**config.mk**
```make
export PLATFORM = sky130hd
export DESIGN_NAME = soil_nitrogen_pool_step_flat
export DESIGN_NICKNAME = d
export VERILOG_FILES = /design/src/rtl/snps_pkg.sv /design/src/rtl/snps_stream_if.sv /design/src/rtl/snps_datapath.sv /design/src/rtl/snps_ctrl.sv /design/src/rtl/soil_nitrogen_pool_step.sv /design/src/flat_wrapper.sv
export SDC_FILE = /design/constraint.sdc
export NUM_CORES = 2
export LEC_CHECK = 0
export ABC_CLOCK_PERIOD_IN_PS = 38600
export BUFFER_PORTS_ARGS = -buffer_cell sky130_fd_sc_hd__buf_2
export CORE_UTILIZATION = 60
export CTS_CLUSTER_DIAMETER = 30
export DETAILED_ROUTE_END_ITERATION = 10
export PLACE_DENSITY = 0.8
export RECOVER_POWER = 100
export SYNTH_ARGS = -nofsm -noshare
export SYNTH_HDL_FRONTEND = slang
export SYNTH_SLANG_ARGS = --single-unit
```
**constraint.sdc**
```tcl
create_clock -name clk_i -period 38.6 [get_ports clk_i]
set_input_delay 5.79 -clock clk_i [delete_from_list [all_inputs] [get_ports clk_i]]
set_output_delay 5.79 -clock clk_i [all_outputs]
set_load 0.01 [all_outputs]
```
**src/rtl/snps_pkg.sv**
```systemverilog
// shared types and constants for the soil nitrogen pool step
`timescale 1ns / 1ps
package snps_pkg;

  localparam int unsigned PoolW = 32;
  localparam int unsigned FracW = 17;
  localparam int unsigned RunoffW = 24;
  localparam int unsigned SensW = 16;
  localparam int unsigned ExpLast = 24;
  localparam int unsigned AddrW = 5;

  typedef enum logic [1:0] {
    ERR_NONE     = 2'd0,
    ERR_EMPTY    = 2'd1,
    ERR_TRANSFER = 2'd2
  } err_code_e;

  typedef enum logic [2:0] {
    REG_INIT_LITTER  = 3'd0,
    REG_INIT_FAST    = 3'd1,
    REG_INIT_SLOW    = 3'd2,
    REG_INIT_MINERAL = 3'd3,
    REG_LEACH_SENS   = 3'd4
  } reg_idx_e;

  // datapath micro-operations issued by the controller, in issue order
  typedef enum logic [3:0] {
    OP_CHECK    = 4'd0,
    OP_DIV_L    = 4'd1,
    OP_MUL_L    = 4'd2,
    OP_DIV_F    = 4'd3,
    OP_MUL_F    = 4'd4,
    OP_DIV_S    = 4'd5,
    OP_MUL_S    = 4'd6,
    OP_DIV_TF   = 4'd7,
    OP_MUL_TF   = 4'd8,
    OP_DIV_TS   = 4'd9,
    OP_MUL_TS   = 4'd10,
    OP_SUMS     = 4'd11,
    OP_EXP      = 4'd12,
    OP_LEACH    = 4'd13,
    OP_COMMIT   = 4'd14
  } op_e;

  typedef struct packed {
    logic start;
    op_e  op;
  } dp_cmd_t;

  typedef struct packed {
    logic done;
    logic err;
  } dp_sts_t;

  typedef struct packed {
    logic [PoolW-1:0] litter_carbon;
    logic [PoolW-1:0] fast_carbon;
    logic [PoolW-1:0] slow_carbon;
    logic [PoolW-1:0] litter_carbon_lost;
    logic [PoolW-1:0] fast_carbon_lost;
    logic [PoolW-1:0] slow_carbon_lost;
    logic [PoolW-1:0] carbon_into_fast;
    logic [PoolW-1:0] carbon_into_slow;
    logic [RunoffW-1:0] runoff_depth;
  } in_item_t;

  typedef struct packed {
    logic [PoolW-1:0] litter_n_out;
    logic [PoolW-1:0] fast_n_out;
    logic [PoolW-1:0] slow_n_out;
    logic [PoolW-1:0] mineral_n_out;
    logic [PoolW-1:0] litter_n_released;
    logic [PoolW-1:0] fast_n_released;
    logic [PoolW-1:0] slow_n_released;
    logic [PoolW-1:0] n_into_fast;
    logic [PoolW-1:0] n_into_slow;
    logic [PoolW-1:0] n_mineralized;
    logic [PoolW-1:0] n_leached;
    logic [1:0]       error_code;
  } out_item_t;

  function automatic logic [FracW-1:0] exp_lut(input logic [4:0] idx);
    logic [FracW-1:0] v;
    case (idx)
      5'd0: v = 17'd65536;
      5'd1: v = 17'd39749;
      5'd2: v = 17'd24109;
      5'd3: v = 17'd14623;
      5'd4: v = 17'd8869;
      5'd5: v = 17'd5380;
      5'd6: v = 17'd3263;
      5'd7: v = 17'd1979;
      5'd8: v = 17'd1200;
      5'd9: v = 17'd728;
      5'd10: v = 17'd442;
      5'd11: v = 17'd268;
      5'd12: v = 17'd162;
      5'd13: v = 17'd99;
      5'd14: v = 17'd60;
      5'd15: v = 17'd36;
      5'd16: v = 17'd22;
      5'd17: v = 17'd13;
      5'd18: v = 17'd8;
      5'd19: v = 17'd5;
      5'd20: v = 17'd3;
      5'd21: v = 17'd2;
      5'd22: v = 17'd1;
      5'd23: v = 17'd1;
      default: v = 17'd0;
    endcase
    return v;
  endfunction

endpackage

```
**src/rtl/snps_stream_if.sv**
```systemverilog
// valid/ready channel interfaces for input and result items
`timescale 1ns / 1ps
interface snps_in_if
  import snps_pkg::*;
();
  logic     valid;
  logic     ready;
  in_item_t data;
  modport source (output valid, output data, input ready);
  modport sink (input valid, input data, output ready);
endinterface

interface snps_out_if
  import snps_pkg::*;
();
  logic      valid;
  logic      ready;
  out_item_t data;
  modport source (output valid, output data, input ready);
  modport sink (input valid, input data, output ready);
endinterface

```
**src/rtl/snps_datapath.sv**
```systemverilog
// pool registers, shared divider and multiplier, leaching interpolation
`timescale 1ns / 1ps
module snps_datapath
  import snps_pkg::*;
(
  input  logic             clk_i,
  input  logic             rst_ni,
  input  logic             load_i,
  input  in_item_t         item_i,
  input  dp_cmd_t          cmd_i,
  output dp_sts_t          sts_o,
  input  logic [3:0]       pool_wr_i,
  input  logic [PoolW-1:0] pool_wdata_i,
  input  logic [SensW-1:0] sens_i,
  output out_item_t        res_o
);

  localparam int unsigned DivCntW = 6;
  localparam int unsigned MulCntW = 6;

  in_item_t item_q;
  logic [PoolW-1:0] lit_q, fst_q, slw_q, min_q;
  logic [PoolW-1:0] rl_q, rf_q, rs_q, nf_q, ns_q, mz_q, lch_q, mb_q;
  logic [FracW-1:0] frac_q, efrac_q;
  logic             err_flag_q;
  logic [1:0]       err_q;

  // restoring divider: (num << 16) / den, quotient up to 17 bits
  logic [48:0]        div_rem_q;
  logic [PoolW-1:0]   div_den_q;
  logic [FracW-1:0]   div_quo_q;
  logic [DivCntW-1:0] div_cnt_q;
  logic               div_busy_q;
  logic [48:0]        div_num_q;

  // shift-add multiplier: a (up to 33 bits) * b (17 bits)
  logic [49:0]        mul_acc_q;
  logic [32:0]        mul_a_q;
  logic [FracW-1:0]   mul_b_q;
  logic [MulCntW-1:0] mul_cnt_q;
  logic               mul_busy_q;

  logic               cmd_busy_q;
  op_e                op_q;

  logic [39:0] x_w;
  logic [4:0]  xi_w;
  logic        x_big_w;
  logic [FracW-1:0] ea_w, eb_w;

  assign x_w     = 40'(sens_i) * 40'(item_q.runoff_depth);
  assign x_big_w = (x_w[39:23] >= 17'(ExpLast));
  assign xi_w    = x_w[27:23];
  assign ea_w    = exp_lut(xi_w);
  assign eb_w    = exp_lut(5'(xi_w + 5'd1));

  logic [PoolW-1:0] div_num_sel, div_den_sel;
  logic [32:0]      mul_a_sel;
  logic [FracW-1:0] mul_b_sel;
  logic             use_div, use_mul;

  // empty or fully lost pool and zero decomposition override the quotient
  always_comb begin
    div_num_sel = '0;
    div_den_sel = 32'd1;
    mul_a_sel   = '0;
    mul_b_sel   = '0;
    use_div     = 1'b0;
    use_mul     = 1'b0;
    case (cmd_i.op)
      OP_DIV_L: begin
        use_div = 1'b1; div_num_sel = item_q.litter_carbon_lost;
        div_den_sel = item_q.litter_carbon;
      end
      OP_DIV_F: begin
        use_div = 1'b1; div_num_sel = item_q.fast_carbon_lost;
        div_den_sel = item_q.fast_carbon;
      end
      OP_DIV_S: begin
        use_div = 1'b1; div_num_sel = item_q.slow_carbon_lost;
        div_den_sel = item_q.slow_carbon;
      end
      OP_DIV_TF: begin
        use_div = 1'b1; div_num_sel = item_q.carbon_into_fast;
        div_den_sel = item_q.litter_carbon_lost;
      end
      OP_DIV_TS: begin
        use_div = 1'b1; div_num_sel = item_q.carbon_into_slow;
        div_den_sel = item_q.fast_carbon_lost;
      end
      OP_MUL_L: begin
        use_mul = 1'b1; mul_a_sel = {1'b0, lit_q};
        mul_b_sel = (item_q.litter_carbon_lost < item_q.litter_carbon) ? frac_q :
                    (item_q.litter_carbon == '0) ? 17'd0 : 17'd65536;
      end
      OP_MUL_F: begin
        use_mul = 1'b1; mul_a_sel = {1'b0, fst_q};
        mul_b_sel = (item_q.fast_carbon_lost < item_q.fast_carbon) ? frac_q :
                    (item_q.fast_carbon == '0) ? 17'd0 : 17'd65536;
      end
      OP_MUL_S: begin
        use_mul = 1'b1; mul_a_sel = {1'b0, slw_q};
        mul_b_sel = (item_q.slow_carbon_lost < item_q.slow_carbon) ? frac_q :
                    (item_q.slow_carbon == '0) ? 17'd0 : 17'd65536;
      end
      OP_MUL_TF: begin
        use_mul = 1'b1; mul_a_sel = {1'b0, rl_q};
        mul_b_sel = (item_q.litter_carbon_lost == '0) ? 17'd0 : frac_q;
      end
      OP_MUL_TS: begin
        use_mul = 1'b1; mul_a_sel = {1'b0, rf_q};
        mul_b_sel = (item_q.fast_carbon_lost == '0) ? 17'd0 : frac_q;
      end
      OP_EXP: begin
        use_mul = 1'b1; mul_a_sel = 33'(ea_w - eb_w); mul_b_sel = {1'b0, x_w[22:7]};
      end
      OP_LEACH: begin use_mul = 1'b1; mul_a_sel = {1'b0, mb_q}; mul_b_sel = efrac_q; end
      default: ;
    endcase
  end

  logic [49:0] div_trial;
  logic [33:0] sum_m;
  logic [32:0] sum_f, sum_s, sum_mb;
  logic [PoolW-1:0] sat_f, sat_s, sat_m, sat_mb;
  logic [PoolW-1:0] mul_hi;

  assign div_trial = {1'b0, div_rem_q[47:0], div_num_q[48]} - {18'd0, div_den_q};
  assign mul_hi = mul_acc_q[47:16];
  assign sum_m  = 34'(rl_q - nf_q) + 34'(rf_q - ns_q) + 34'(rs_q);
  assign sat_m  = (sum_m > 34'hFFFFFFFF) ? '1 : sum_m[31:0];
  assign sum_f  = 33'(fst_q - rf_q) + 33'(nf_q);
  assign sat_f  = sum_f[32] ? '1 : sum_f[31:0];
  assign sum_s  = 33'(slw_q - rs_q) + 33'(ns_q);
  assign sat_s  = sum_s[32] ? '1 : sum_s[31:0];
  assign sum_mb = 33'(min_q) + 33'(sat_m);
  assign sat_mb = sum_mb[32] ? '1 : sum_mb[31:0];

  logic done_q;

  always_ff @(posedge clk_i or negedge rst_ni) begin
    if (!rst_ni) begin
      lit_q      <= '0;
      fst_q      <= '0;
      slw_q      <= '0;
      min_q      <= '0;
      div_busy_q <= 1'b0;
      mul_busy_q <= 1'b0;
      cmd_busy_q <= 1'b0;
      op_q       <= OP_CHECK;
      done_q     <= 1'b0;
      err_flag_q <= 1'b0;
      err_q      <= ERR_NONE;
    end else begin
      done_q <= 1'b0;
      if (pool_wr_i[0]) lit_q <= pool_wdata_i;
      if (pool_wr_i[1]) fst_q <= pool_wdata_i;
      if (pool_wr_i[2]) slw_q <= pool_wdata_i;
      if (pool_wr_i[3]) min_q <= pool_wdata_i;
      if (cmd_i.start) begin
        op_q <= cmd_i.op;
        if (use_div) begin
          div_busy_q <= 1'b1;
          div_num_q  <= {1'b0, div_num_sel, 16'd0};
          div_den_q  <= div_den_sel;
          div_rem_q  <= '0;
          div_quo_q  <= '0;
          div_cnt_q  <= DivCntW'(49);
        end else if (use_mul) begin
          mul_busy_q <= 1'b1;
          mul_a_q    <= mul_a_sel;
          mul_b_q    <= mul_b_sel;
          mul_acc_q  <= '0;
          mul_cnt_q  <= MulCntW'(FracW);
        end else begin
          done_q <= 1'b1;
          case (cmd_i.op)
            OP_CHECK: begin
              if ((item_q.litter_carbon == 0 && item_q.litter_carbon_lost != 0) ||
                  (item_q.fast_carbon == 0 && item_q.fast_carbon_lost != 0) ||
                  (item_q.slow_carbon == 0 && item_q.slow_carbon_lost != 0)) begin
                err_flag_q <= 1'b1; err_q <= ERR_EMPTY;
              end else if ((item_q.litter_carbon_lost != 0 &&
                            item_q.carbon_into_fast > item_q.litter_carbon_lost) ||
                           (item_q.fast_carbon_lost != 0 &&
                            item_q.carbon_into_slow > item_q.fast_carbon_lost)) begin
                err_flag_q <= 1'b1; err_q <= ERR_TRANSFER;
              end else begin
                err_flag_q <= 1'b0; err_q <= ERR_NONE;
              end
              rl_q <= '0; rf_q <= '0; rs_q <= '0; nf_q <= '0; ns_q <= '0;
              mz_q <= '0; lch_q <= '0;
            end
            OP_SUMS: begin
              mz_q <= sat_m;
              mb_q <= sat_mb;
            end
            OP_COMMIT: begin
              lit_q <= lit_q - rl_q;
              fst_q <= sat_f;
              slw_q <= sat_s;
              min_q <= mb_q - lch_q;
            end
            default: ;
          endcase
        end
      end else if (div_busy_q) begin
        div_num_q <= {div_num_q[47:0], 1'b0};
        if (!div_trial[49]) begin
          div_rem_q <= div_trial[48:0];
        end else begin
          div_rem_q <= {div_rem_q[47:0], div_num_q[48]};
        end
        div_quo_q <= {div_quo_q[FracW-2:0], ~div_trial[49]};
        div_cnt_q <= div_cnt_q - 1'b1;
        if (div_cnt_q == 1) begin
          div_busy_q <= 1'b0;
          done_q     <= 1'b1;
        end
      end else if (mul_busy_q) begin
        if (mul_b_q[FracW-1]) mul_acc_q <= {mul_acc_q[48:0], 1'b0} + 50'(mul_a_q);
        else mul_acc_q <= {mul_acc_q[48:0], 1'b0};
        mul_b_q   <= {mul_b_q[FracW-2:0], 1'b0};
        mul_cnt_q <= mul_cnt_q - 1'b1;
        if (mul_cnt_q == 1) begin
          mul_busy_q <= 1'b0;
          cmd_busy_q <= 1'b1;
        end
      end else if (cmd_busy_q) begin
        cmd_busy_q <= 1'b0;
        done_q     <= 1'b1;
        case (op_q)
          OP_MUL_L:  rl_q <= mul_hi;
          OP_MUL_F:  rf_q <= mul_hi;
          OP_MUL_S:  rs_q <= mul_hi;
          OP_MUL_TF: nf_q <= mul_hi;
          OP_MUL_TS: ns_q <= mul_hi;
          OP_EXP:    efrac_q <= x_big_w ? 17'd65536 :
                                17'(17'd65536 - (ea_w - mul_acc_q[32:16]));
          OP_LEACH:  lch_q <= mul_hi;
          default: ;
        endcase
      end
      // quotient of the finished division
      if (div_busy_q && div_cnt_q == 1) begin
        frac_q <= {div_quo_q[FracW-2:0], ~div_trial[49]};
      end
    end
  end

  always_ff @(posedge clk_i) begin
    if (load_i) item_q <= item_i;
  end

  assign sts_o.done = done_q;
  assign sts_o.err  = err_flag_q;

  assign res_o.litter_n_out      = lit_q;
  assign res_o.fast_n_out        = fst_q;
  assign res_o.slow_n_out        = slw_q;
  assign res_o.mineral_n_out     = min_q;
  assign res_o.litter_n_released = rl_q;
  assign res_o.fast_n_released   = rf_q;
  assign res_o.slow_n_released   = rs_q;
  assign res_o.n_into_fast       = nf_q;
  assign res_o.n_into_slow       = ns_q;
  assign res_o.n_mineralized     = mz_q;
  assign res_o.n_leached         = lch_q;
  assign res_o.error_code        = err_q;

endmodule

```
**src/rtl/snps_ctrl.sv**
```systemverilog
// sequencer that walks the datapath through one time step
`timescale 1ns / 1ps
module snps_ctrl
  import snps_pkg::*;
(
  input  logic    clk_i,
  input  logic    rst_ni,
  input  logic    in_valid_i,
  output logic    in_ready_o,
  output logic    load_o,
  output logic    out_valid_o,
  input  logic    out_ready_i,
  output dp_cmd_t cmd_o,
  input  dp_sts_t sts_i,
  output logic    capture_o
);

  typedef enum logic [3:0] {
    ST_IDLE = 4'b0001,
    ST_ISSUE = 4'b0010,
    ST_WAIT = 4'b0100,
    ST_OUT = 4'b1000
  } state_e;

  state_e state_q, state_d;
  op_e    op_q, op_d;
  logic   out_valid_q, out_valid_d;

  // output register frees the datapath once captured
  assign in_ready_o  = (state_q == ST_IDLE);
  assign load_o      = in_valid_i && in_ready_o;
  assign out_valid_o = out_valid_q;

  always_comb begin
    state_d     = state_q;
    op_d        = op_q;
    out_valid_d = out_valid_q && !out_ready_i;
    cmd_o.start = 1'b0;
    cmd_o.op    = op_q;
    capture_o   = 1'b0;
    case (state_q)
      ST_IDLE: if (in_valid_i) begin
        state_d = ST_ISSUE;
        op_d    = OP_CHECK;
      end
      ST_ISSUE: begin
        cmd_o.start = 1'b1;
        state_d     = ST_WAIT;
      end
      ST_WAIT: if (sts_i.done) begin
        if (op_q == OP_COMMIT || (op_q == OP_CHECK && sts_i.err)) begin
          state_d = ST_OUT;
        end else begin
          op_d    = op_e'(op_q + 4'd1);
          state_d = ST_ISSUE;
        end
      end
      ST_OUT: if (!out_valid_q || out_ready_i) begin
        capture_o   = 1'b1;
        out_valid_d = 1'b1;
        state_d     = ST_IDLE;
      end
      default: state_d = ST_IDLE;
    endcase
  end

  always_ff @(posedge clk_i or negedge rst_ni) begin
    if (!rst_ni) begin
      state_q     <= ST_IDLE;
      op_q        <= OP_CHECK;
      out_valid_q <= 1'b0;
    end else begin
      state_q     <= state_d;
      op_q        <= op_d;
      out_valid_q <= out_valid_d;
    end
  end

endmodule

```
**src/rtl/soil_nitrogen_pool_step.sv**
```systemverilog
// top level: soil nitrogen pool step with apb configuration
// one input transaction at a time: a check, five serial divisions, seven shift-add
// products, the sum and commit steps and an output step on one shared divider and
// multiplier; a new item is taken only after its result is captured, and an error
// item goes from the check straight to the output
// reset clears control, loads pools to zero and leach sensitivity to 1.0
`timescale 1ns / 1ps
module soil_nitrogen_pool_step
  import snps_pkg::*;
(
  input  logic              clk_i,
  input  logic              rst_ni,
  snps_in_if.sink           in_if,
  snps_out_if.source        out_if,
  input  logic              psel,
  input  logic              penable,
  input  logic              pwrite,
  input  logic [AddrW-1:0]  paddr,
  input  logic [31:0]       pwdata,
  output logic [31:0]       prdata,
  output logic              pready
);

  logic [PoolW-1:0] init_q [4];
  logic [SensW-1:0] sens_q;
  logic             wr_en;
  logic [2:0]       reg_idx;
  logic [3:0]       pool_wr;
  logic             load, capture;
  dp_cmd_t          cmd;
  dp_sts_t          sts;
  out_item_t        res, res_q;

  assign pready  = 1'b1;
  assign wr_en   = psel && penable && pwrite;
  assign reg_idx = paddr[AddrW-1:2];
  assign pool_wr = wr_en && reg_idx < 3'(REG_LEACH_SENS) && paddr[1:0] == 2'b00 ?
                   4'(4'b0001 << reg_idx[1:0]) : 4'b0000;

  always_ff @(posedge clk_i or negedge rst_ni) begin
    if (!rst_ni) begin
      for (int i = 0; i < 4; i++) init_q[i] <= '0;
      sens_q <= 16'd256;
    end else if (wr_en && paddr[1:0] == 2'b00) begin
      case (reg_idx)
        REG_INIT_LITTER, REG_INIT_FAST, REG_INIT_SLOW, REG_INIT_MINERAL:
          init_q[reg_idx[1:0]] <= pwdata;
        REG_LEACH_SENS: sens_q <= pwdata[SensW-1:0];
        default: ;
      endcase
    end
  end

  always_comb begin
    case (reg_idx)
      REG_INIT_LITTER, REG_INIT_FAST, REG_INIT_SLOW, REG_INIT_MINERAL:
        prdata = init_q[reg_idx[1:0]];
      REG_LEACH_SENS: prdata = {16'd0, sens_q};
      default: prdata = '0;
    endcase
  end

  snps_ctrl u_ctrl (
    .clk_i, .rst_ni,
    .in_valid_i(in_if.valid), .in_ready_o(in_if.ready), .load_o(load),
    .out_valid_o(out_if.valid), .out_ready_i(out_if.ready),
    .cmd_o(cmd), .sts_i(sts), .capture_o(capture)
  );

  snps_datapath u_dp (
    .clk_i, .rst_ni, .load_i(load), .item_i(in_if.data),
    .cmd_i(cmd), .sts_o(sts), .pool_wr_i(pool_wr), .pool_wdata_i(pwdata),
    .sens_i(sens_q), .res_o(res)
  );

  always_ff @(posedge clk_i) begin
    if (capture) res_q <= res;
  end
  assign out_if.data = res_q;

endmodule

```
**src/flat_wrapper.sv**
```systemverilog
// flat-port wrapper written by rule: the top's interface ports become plain ports
module soil_nitrogen_pool_step_flat import snps_pkg::*;
  (clk_i, rst_ni, psel, penable, pwrite, paddr, pwdata, prdata, pready, in_if_valid, in_if_data, in_if_ready, out_if_valid, out_if_data, out_if_ready);
  snps_in_if in_if_i ();
  snps_out_if out_if_i ();
  input  logic clk_i;
  input  logic rst_ni;
  input  logic psel;
  input  logic penable;
  input  logic pwrite;
  input  logic [AddrW-1:0] paddr;
  input  logic [31:0] pwdata;
  output logic [31:0] prdata;
  output logic pready;
  input wire logic [$bits(in_if_i.valid)-1:0] in_if_valid;
  input wire logic [$bits(in_if_i.data)-1:0] in_if_data;
  output wire logic [$bits(in_if_i.ready)-1:0] in_if_ready;
  output wire logic [$bits(out_if_i.valid)-1:0] out_if_valid;
  output wire logic [$bits(out_if_i.data)-1:0] out_if_data;
  input wire logic [$bits(out_if_i.ready)-1:0] out_if_ready;
  assign in_if_i.valid = in_if_valid;
  assign in_if_i.data = in_if_data;
  assign in_if_ready = in_if_i.ready;
  assign out_if_valid = out_if_i.valid;
  assign out_if_data = out_if_i.data;
  assign out_if_i.ready = out_if_ready;
  soil_nitrogen_pool_step u_core (.clk_i(clk_i), .rst_ni(rst_ni), .in_if(in_if_i), .out_if(out_if_i), .psel(psel), .penable(penable), .pwrite(pwrite), .paddr(paddr), .pwdata(pwdata), .prdata(prdata), .pready(pready));
endmodule
```
==> metrics.md <==
| Metric | Value |
|---|---|
| Status | `finished with violations` |
| Failing checks | `capacitance limit, slew limit` |
| Worst-Margin Slew | `8.15 ns` |
| Hold buffer count at CTS | `0` |
| Leak pwr | `46.4 nW` |
| Synth Warn # | `0` |
| Combinational share of power | `44.2%` |
| Synth top area share | `38.3%` |
| Die Wd | `392 µm` |
| Clk network pwr share | `30.7%` |
| Layout cell share with drive strength beyond 1 | `9.89%` |
| Top-count cell post-synth | `edfxtp_1` |
| Synth Register Bits | `1455` |
| Max clock buf depth | `4` |
| Setup Buffers After CTS | `0` |
| Setup Crit Path Kind | `in2reg` |
| ANT nets after route | `0` |
| Minimum clock period | `17.58 ns` |
| FFs w/ async S/R, synth | `20.1%` |
| Post-Syn Area | `0.0913 mm²` |
| Die area | `0.154 mm²` |
| Cell Int Power | `0.00529 W` |
| Rel. slew slack | `-444%` |
| Vias | `73344` |
| Total core area | `0.150 mm²` |
| Required time worst endpoint | `38.94 ns` |
| Worst setup SP type | `primary input` |
| Rows | `142` |
| CTS tree | `yes` |
| Crit path max-delay family | `buffers and inverters` |
| EDFF count, synth | `1163` |
| Max cap viols | `39` |
| Root buf cell | `clkbuf_16` |
| Setup TNS | `0 ns` |
| Critical path buffers and inverters | `3` |
| Fin nets | `10682` |
| Final-report setup violation count | `0` |
| Worst-path cell chain | `clkbuf_1, and2_0, clkbuf_1, clkbuf_1` |
| Clock sink count | `1455` |
| Pins over their slew limit | `2398` |
| CP max FO | `158` |
| Fin. Hold Viols | `0` |
| Power density over the cells | `82.5 mW/mm²` |
| Clock Pin Slew Worst Setup and Hold Paths | `0.05 ns` |
| Maximum vdd drop | `0.172 mV` |
| Vias in the first global route | `71870` |
| GRT Total Usage | `39.7%` |
| Port buffer count | `711` |
| Worst path max stage delay | `5.77 ns` |
| Sw frac | `40.1%` |
| Vias per std cell | `6.33` |
| Flop pwr share | `25.1%` |
| Initial core utilization | `60.7%` |
| Fill count | `10969` |
| Most area-hungry cell type in the Yosys netlist | `edfxtp_1` |
| CP dominant cell by count | `clkbuf_1` |
| Top post-synthesis cells by area | `edfxtp_1, fa_1, ha_1, dfrtp_1, nand2_1` |
| Gate Count Post-Synth | `8473` |
| Prevailing post-synth register cell | `edfxtp_1` |
| Drt initial violations | `8767` |
| Boundary pin count | `713` |
| Max Clk Rate | `0.0569 GHz` |
| Post-route DRC violation count | `0` |
| Skew-Pair Late Insertion Delay | `0.91 ns` |
| Final worst slack | `21.02 ns` |
| Most frequent cells after synthesis | `edfxtp_1, nand2_1, inv_1` |
| Total gr overflow | `0` |
| Post-Syn Nets | `9859` |
| Max H-tree Level | `5` |
| Crit share post-route | `45.5%` |
| Synth Area per Inst | `10.8 µm²` |
| Largest net degree at the start of global routing | `180` |
| Final Skew | `0.0818 ns` |
| Crit end category | `flip-flop` |
| Die Y | `392 µm` |
| Register area share after synthesis | `46.3%` |
| Final WL | `306000 µm` |
| Hold Path Class | `reg2reg` |
| Critical Path AT | `17.91 ns` |
| Initial antenna violation count | `41` |
| First-pass GRT wire length | `451000 µm` |
| Sw Pwr | `0.00354 W` |
| Synthesis-to-layout area growth | `17.2%` |
| HPWL after detailed placement | `226000 µm` |
| Synth cell types | `94` |
| RD Place Congestion | `1.02` |
| Inserted Clock Buffers | `322` |
| Setup repair after global routing missed its margin | `false` |
| Cts repair resizes | `0` |
| First-pass detailed-route iteration total | `8` |
| Worst slack, placed | `25.24 ns` |
| CP max stage cell | `clkbuf_1` |
| Mean routed wirelength per cell | `26.5 µm` |
[flip-flops by register name, indices dropped and copies added, names as in the netlist, 33 cells and up]
name,cells
u_core.u_dp.div_num_q,33
u_core.u_dp.item_q,280
u_core.u_dp.mul_acc_q,48
u_core.u_dp.div_rem_q,48
u_core.u_dp.mul_a_q,33
u_core.init_q,128
u_core.out_if.data,354
[layout by cell type, fill, tap and decap left out, types with 37 or more instances in the layout]
cell type  instances
buf_4             38
dfrtp_1          290
ha_1             651
a21o_1           214
clkbuf_16        324
o21ai_0          330
nand3_1          113
and2_1           217
nor2_1           394
nand2b_1          75
inv_1           1019
a22oi_1          135
o21a_1            64
fa_1             411
xor2_1           137
nand2_1         1095
nor3_1            66
o211ai_1          37
a221oi_1          41
a211oi_1          41
a222oi_1          43
a31oi_1          100
and3_1            59
clkinv_2          46
nor4_1            64
mux2i_1           87
xnor2_1          214
a21oi_1          405
buf_2            270
nor2b_1          136
clkbuf_1         520
o21bai_1          49
edfxtp_1        1163
nand4_1           94
[stage by stage]
step	std cells	total power (W)	cell area [µm²]	utilization [%]	hold slack (ns)
after detailed placement	10988	0.00598	97100	64.5	0.405
after CTS	11557	0.00872	108000	71.6	0.404
after global routing	11569	0.00932	107000	71.1	0.410
after floorplan	8473	0.00496	91300	-	0.400
after global placement	10988	0.00588	97100	64.5	0.404
final	11579	0.00882	107000	71.1	0.406
[power by group through the flow]
stage	combinational (W)	clock (W)	sequential, W
final	0.00390	0.00271	0.00222
after global routing	0.00432	0.00278	0.00222
after global placement	0.00369	0	0.00219
after CTS	0.00384	0.00271	0.00217
after floorplan	0.00286	0	0.00209
after detailed placement	0.00378	0	0.00219
[cell families (layout without fill, tap and decap cells)]
logic type,Yosys count,count (layout),share of synthesized area [%]
AOI/OAI and AO/OA,1710,1710,12.5
xor gates and xnor gates,354,354,3.43
adders and majority gates,1063,1063,17.9
buffers and inverters,1311,2379,5.43
DFF,1455,1455,46.3
muxes,135,135,1.94
other,1,23,0.00411
and+or+nand+nor,2444,2444,12.5
[area by class of cell]
cell class              instances  area (µm²)  area share, %
flip-flops and latches       1455       42200           39.5
clock inverters               197        2250           2.10
clock buffers                 372        8390           7.84
well taps                    2016        2520           2.36
inverters                    1019        3820           3.58
repair buffers                791        3470           3.24
diodes                         22        55.1         0.0515
multi-input cells            5707       44200           41.3
[layer usage]
| metal | share of wire, % | GRT usage (%) | up-vias |
|---|---|---|---|
| met5 | 0.069 | 0 | - |
| met4 | 7.1 | 24.1 | 34 |
| met3 | 12 | 10.2 | 1159 |
| met2 | 44 | 59.2 | 5022 |
| met1 | 37 | 52.3 | 35592 |
| li1 | - | - | 31537 |
[worst paths after layout]
| path | slack [ns] | cells past startpoint | to | start |
|---|---|---|---|---|
| max in group asynchronous | 26.75 | 2 | u_core.sens_q[5] | rst_ni |
| hold reg to reg | 0.41 | 0 | u_core.out_if.data[44] | u_core.u_dp.mz_q[10] |
| hold / removal | 0.41 | 0 | u_core.out_if.data[44] | u_core.u_dp.mz_q[10] |
| min in group asynchronous | 6.48 | 1 | u_core.u_dp.min_q[24] | rst_ni |
| setup / recovery | 21.02 | 4 | u_core.u_dp.item_q[7] | in_if_valid |
| setup reg to reg | 23.43 | 43 | u_core.u_dp.mb_q[28] | u_core.u_dp.rl_q[0] |
Power figures use the tool's default switching activity.
